[src/rtl/dic_pkg.sv]
// types and constants shared by the distinct id counter files
package dic_pkg;

  localparam int MAX_POINTS = 64;
  localparam int ID_WIDTH   = 20;
  localparam int CNT_W      = $clog2(MAX_POINTS + 1);
  localparam int TRACK_W    = 20;
  localparam int EVENT_W    = 7;
  localparam int TOTAL_W    = 32;

  typedef struct packed {
    logic [TRACK_W-1:0] track_id;
    logic               point_valid;
    logic               event_last;
  } dic_point_t;

  typedef struct packed {
    logic [EVENT_W-1:0] event_tracks;
    logic [TOTAL_W-1:0] total_tracks;
    logic [TOTAL_W-1:0] event_count;
  } dic_result_t;

  typedef struct packed {
    logic             shift;
    logic [CNT_W-1:0] count;
  } dic_ctrl_t;

endpackage

[src/rtl/distinct_id_counter.sv]
// top level of the distinct track identifier counter
//
// points come in on pt_valid / pt_ready / pt_data, one beat per point or
// per empty-event marker; the beat with event_last high closes the event.
// each new identifier is matched against all stored ones in the cell row
// in the same cycle and, if unseen and the row is not full, shifted in.
// one beat is taken per cycle while pt_ready is high: the match over the
// row is combinational and the count is updated as the beat is taken.
// the closing beat of an event yields one result beat on res_valid /
// res_ready / res_data in the cycle after: distinct count of that event,
// saturating running total of distinct tracks and saturating event count.
// the result sits in an output register; pt_ready stays high while it is
// empty or being taken, so a stalled receiver holds the input side only
// once a result is waiting and not taken.
// reset (rst, synchronous) empties the row, clears both totals and drops
// any waiting result; the block accepts beats in the first cycle after.
module distinct_id_counter
  import dic_pkg::*;
(
  input  logic        clk,
  input  logic        rst,
  input  logic        pt_valid,
  output logic        pt_ready,
  input  dic_point_t  pt_data,
  output logic        res_valid,
  input  logic        res_ready,
  output dic_result_t res_data
);

  logic [CNT_W-1:0]   count;
  logic [CNT_W-1:0]   count_ins;
  logic [TOTAL_W-1:0] total;
  logic [TOTAL_W-1:0] total_next;
  logic [TOTAL_W-1:0] events;
  logic [TOTAL_W-1:0] events_next;
  logic [TOTAL_W:0]   sum;
  logic [ID_WIDTH-1:0] key;
  logic               accept;
  logic               found;
  logic               full;
  logic               insert;
  dic_ctrl_t          ctrl;

  assign pt_ready = !res_valid || res_ready;
  assign accept   = pt_valid && pt_ready;
  assign key      = ID_WIDTH'(pt_data.track_id);
  assign full     = count == CNT_W'(MAX_POINTS);
  assign insert   = accept && pt_data.point_valid && !found && !full;

  assign ctrl.shift = insert;
  assign ctrl.count = count;

  dic_chain u_chain (
    .clk   (clk),
    .key   (key),
    .ctrl  (ctrl),
    .found (found)
  );

  assign count_ins   = count + CNT_W'(insert);
  assign sum         = {1'b0, total} + (TOTAL_W + 1)'(count_ins);
  assign total_next  = sum[TOTAL_W] ? '1 : sum[TOTAL_W-1:0];
  assign events_next = (&events) ? events : events + TOTAL_W'(1);

  always_ff @(posedge clk) begin
    if (rst) begin
      count     <= '0;
      total     <= '0;
      events    <= '0;
      res_valid <= 1'b0;
    end else begin
      if (accept && pt_data.event_last) begin
        count     <= '0;
        total     <= total_next;
        events    <= events_next;
        res_valid <= 1'b1;
      end else begin
        count <= count_ins;
        if (res_ready) begin
          res_valid <= 1'b0;
        end
      end
    end
  end

  always_ff @(posedge clk) begin
    if (accept && pt_data.event_last) begin
      res_data.event_tracks <= EVENT_W'(count_ins);
      res_data.total_tracks <= total_next;
      res_data.event_count  <= events_next;
    end
  end

endmodule

[src/rtl/dic_cell.sv]
// one storage cell of the identifier chain
module dic_cell
  import dic_pkg::*;
(
  input  logic                clk,
  input  logic [ID_WIDTH-1:0] din,
  input  logic [ID_WIDTH-1:0] key,
  input  logic                shift,
  input  logic                occupied,
  output logic [ID_WIDTH-1:0] id,
  output logic                match
);

  always_ff @(posedge clk) begin
    if (shift) begin
      id <= din;
    end
  end

  assign match = occupied && (id == key);

endmodule

[src/rtl/dic_chain.sv]
// row of identifier cells with shift-in insertion and parallel match
module dic_chain
  import dic_pkg::*;
(
  input  logic                clk,
  input  logic [ID_WIDTH-1:0] key,
  input  dic_ctrl_t           ctrl,
  output logic                found
);

  logic [ID_WIDTH-1:0]   link [MAX_POINTS+1];
  logic [MAX_POINTS-1:0] match;

  assign link[0] = key;

  for (genvar i = 0; i < MAX_POINTS; i++) begin : g_cell
    logic occupied;
    assign occupied = CNT_W'(i) < ctrl.count;

    dic_cell u_cell (
      .clk      (clk),
      .din      (link[i]),
      .key      (key),
      .shift    (ctrl.shift),
      .occupied (occupied),
      .id       (link[i+1]),
      .match    (match[i])
    );
  end

  assign found = |match;

endmodule

[config.mk]
export PLATFORM = sky130hd
export DESIGN_NAME = distinct_id_counter
export DESIGN_NICKNAME = d
export VERILOG_FILES = /design/src/rtl/dic_pkg.sv /design/src/rtl/distinct_id_counter.sv /design/src/rtl/dic_cell.sv /design/src/rtl/dic_chain.sv
export SDC_FILE = /design/constraint.sdc
export NUM_CORES = 2
export LEC_CHECK = 0
export ABC_AREA = 1
export BUFFER_PORTS_ARGS = -buffer_cell sky130_fd_sc_hd__clkbuf_2
export CAP_MARGIN = 25
export CORE_ASPECT_RATIO = 1.4
export CORE_MARGIN = 2
export CORE_UTILIZATION = 63
export CTS_CLUSTER_SIZE = 30
export DETAILED_ROUTE_END_ITERATION = 7
export HOLD_SLACK_MARGIN = 0.06
export PLACE_DENSITY = 0.8
export SYNTH_ARGS = -nofsm -noshare
export SYNTH_HDL_FRONTEND = slang
export SYNTH_SLANG_ARGS = --single-unit
[constraint.sdc]
create_clock -name clk -period 92.3 [get_ports clk]
set_clock_uncertainty 0.1 [all_clocks]
set_input_delay 9.23 -clock clk [delete_from_list [all_inputs] [get_ports clk]]
set_output_delay 9.23 -clock clk [all_outputs]
set_load 0.03 [all_outputs]
==> key figures <==
Setup path
  – Cell mode on critical path: clkbuf_2
  – Max stage delay cell, worst path: clkbuf_2
  – Largest stage delay, worst path: 190 ps
  – Critical path cell sequence: clkbuf_2 > nor2_1 > inv_1 > clkbuf_2
  – Worst Path Arrival: 9700 ps
  – Crit path launch type: input port
  – Crit-path max FO: 3
  – Crit path kind: input port to output pin
  – Worst Setup End Kind: output pin
  – Worst path bufs/invs: 3
  – Required @ worst endpoint: 82970 ps
  – CP top delay family: buffers and inverters

Synth
  – Post-synthesis register bit count: 1423
  – Ys Warns: 0
  – Post-synth top area share: 0.621
  – Sequential share of the synthesized area: 0.643
  – Post-synth ARST share: 0
  – Syn nets: ~6400
  – Post-Synth Adder-Cell Area: 0.00222
  – Post-synth EDFFs: ~1400
  – Post-synthesis compound-gate area fraction: 0.0337
  – Largest area contributor in the netlist: edfxtp_1
  – Post-synthesis xor/xnor area fraction: 0.0848
  – Mux contribution to synthesized area: 0
  – Synthesized cell area: ~65000 um^2
  – Synth Area in Simple Gates: 0.185
  – Synth Area per Inst: a little over 10 um^2
  – Ranking of synthesized cells by area: edfxtp_1, nand2_1, xor2_1
  – Largest family of logic cells by synthesized area: simple AND/OR/NAND/NOR gates
  – Synth Instances: 6325
  – Unique masters post-synth: between 40 and 50
  – Synth Flop Type: edfxtp_1

Clock network
  – Clk buf depth: 3
  – Root buffer cell: clkbuf_16
  – CTS tree: done
  – Num Clock Sinks: around 1400
  – Post-CTS Hold Fix Bufs: 0
  – Clock slew at reported path FFs: 70 ps
  – CTS resizes: 0
  – Postcts setup bufs: 0
  – H-tree depth: 4
  – Worst skew pair latency: 800 ps
  – Cts bufs inserted: 134

Global routing
  – Largest net degree at the start of global routing: about 200
  – Vias in the first global route: approximately 47000
  – GRT Total Usage: 0.370
  – First-pass GRT wire length: between 200000 and 300000 um
  – GR Overflow Total: 0
  – Antenna violations before repair: 7

Outcome
  – Status: completed

Floorplanning
  – Die footprint: 106000 um^2
  – Initial Util: 0.636
  – Core area: 103000 um^2
  – I/O pin count: 99
  – # rows: 139
  – Die width: 276 um
  – Die Ht: between 300 and 400 um

Route
  – Vias per cell: between 6 and 7
  – Iter 0 DRT Violations: ~6300
  – DRC viols: 0
  – Final ANT Viol Nets: 0
  – Routed vias: 47461
  – Total routed wirelength: 197000 um
  – Wirelength per Cell: 25.1 um
  – Pre-Repair DR Iteration Count: 7

Pwr
  – Cell area power density: 19.9 nW/um^2
  – Final total power: 1.42 mW
  – Leak: 28.4 nW
  – Max rail drop VDD: approximately 0.017 mV

Run
  – Maxcap violations: 0

Placed design
  – Dpl hpwl: 123000 um
  – RePlAce Congestion: 0.970
  – Port buffer count: 98

Cells and area
  – Proportion of layout cells with a drive suffix above 1: 0.0704
  – Syn-to-layout area delta: 9.22%
  – # nets final: between 6000 and 7000
  – Filler instances: 6870

STA
  – RSZ-0062 raised after global routing: no
  – Hold slack final: 343 ps
  – Setup tns final: 0 ps
  – Max Transition Viols Final: 0
  – FMAX: between 50 and 60 MHz
  – Fin. Hold Viols: 0
  – Final worst path period need: 19030 ps
  – Fin crit share: 0.206
  – Final setup violation count: 0
  – Max_slew headroom: 0.269
  – Slew @ Worst Pin: 1100 ps

Worst hold path
  – Hold Crit Class: flop to flop
[cell type report]
type | count | area (um^2) | share of cell area
sequential | 1423 | 42000 | 0.588
multi-input combinational | 4108 | 20000 | 0.280
tap | 1339 | 1680 | 0.0235
antenna | 1 | 2.50 | 0.0000350
clock buffer | 165 | 3680 | 0.0515
clock inverter | 78 | 696 | 0.00974
inverter | 566 | 2120 | 0.0298
timing repair buffer | 168 | 1210 | 0.0170
[registers in the layout, indices dropped and copies added, names as in the netlist]
signal,cells
events,32
res_valid,1
total,32
count,7
res_data,71
u_chain.g_cell.u_cell.id,1280
[worst reg2reg max path: stages, from the launching register on]
cell and delay, ps:
dfxtp_1 310, buf_4 220, nor2_1 290, nand2_1 460, inv_1 650, nand4_1 500
nand3_1 370, o21ai_0 220, nor2_1 130, nand2_1 110, nor2_1 130, nand2_1 100
nor2_4 140, buf_4 630, buf_4 330, buf_16 350, buf_12 640, buf_4 940
buf_4 360, buf_16 340
[routing by layer]
metal	up-vias	share of wire	GRT usage
li1	20667	-	-
met5	-	0.00041	0
met2	3449	0.48	0.615
met4	10	0.096	0.310
met3	980	0.11	0.0851
met1	22355	0.31	0.406
[Yosys cell counts, drive strengths merged (2+ instances only)]
master	instances
xnor2	234
o21ai	384
a22o	4
clkbuf	41
dfxtp	72
or2	18
nor3	28
ha	10
o22ai	17
nor2	831
a21oi	13
xor2	397
and3	2
nand3	177
edfxtp	1351
o21a	5
nand2	1929
buf	187
inv	564
nand4	42
and2	2
nor4	7
clkinv	2
nand3b	2
[path summary, 6_finish.rpt]
check | start | to | slack (ps) | cells after the start
worst max-delay path | res_ready | pt_ready | 73270 | 4
worst min-delay path | u_chain.g_cell[15].u_cell.id[3] | u_chain.g_cell[16].u_cell.id[3] | 340 | 0
worst max register to register | count[1] | u_chain.g_cell[1].u_cell.id[18] | 84570 | 19
worst min register to register | u_chain.g_cell[15].u_cell.id[3] | u_chain.g_cell[16].u_cell.id[3] | 340 | 0
[through the flow]
step                      worst slack, ps  instances  cell area [um^2]  utilization
after CTS                           73270       7841             71200        0.693
after floorplan                     20630       6325             65400            -
after global placement              73210       7598             66900        0.651
final                               73270       7848             71400        0.695
after global routing                73220       7847             71400        0.695
after detailed placement            73270       7598             66900        0.651
[power breakdown]
part / switching [mW] / leakage (nW) / internal [mW]
combinational: 0.0758 / 13.0 / 0.0296
sequential: 0.0214 / 13.2 / 0.736
clock: 0.247 / 2.14 / 0.313
[cells in the final DEF (no fill, tap or decap), types with 5 or more instances in the layout]
cell and instances:
nand2_1 1910, edfxtp_1 1351, nor2_1 819, inv_1 541
xor2_1 396, o21ai_0 348, xnor2_1 233, nand3_1 162
clkbuf_16 142, buf_4 82, clkbuf_2 78, dfxtp_1 72
nand4_1 42, o21ai_1 34, clkinv_1 33, nor3_1 25
inv_2 22, clkbuf_1 19, clkinv_2 18, or2_2 17
o22ai_1 17, nand2_2 15, nand3_2 15, a21oi_1 11
ha_1 10, bufinv_16 10, nor2_4 8, inv_6 6
buf_16 6, o21a_1 5, nor4_1 5
[logic make-up (layout without fill, tap and decap cells)]
group,after synthesis,count (layout)
AND/OR/NAND/NOR,3040,3040
other,0,1
XOR/XNOR,631,631
AO/OA/AOI/OAI,426,426
adder cells (fa/ha/maj),11,11
flip-flops,1423,1423
buffers and inverters,794,977
No activity file was read; power rests on OpenSTA's default activity.
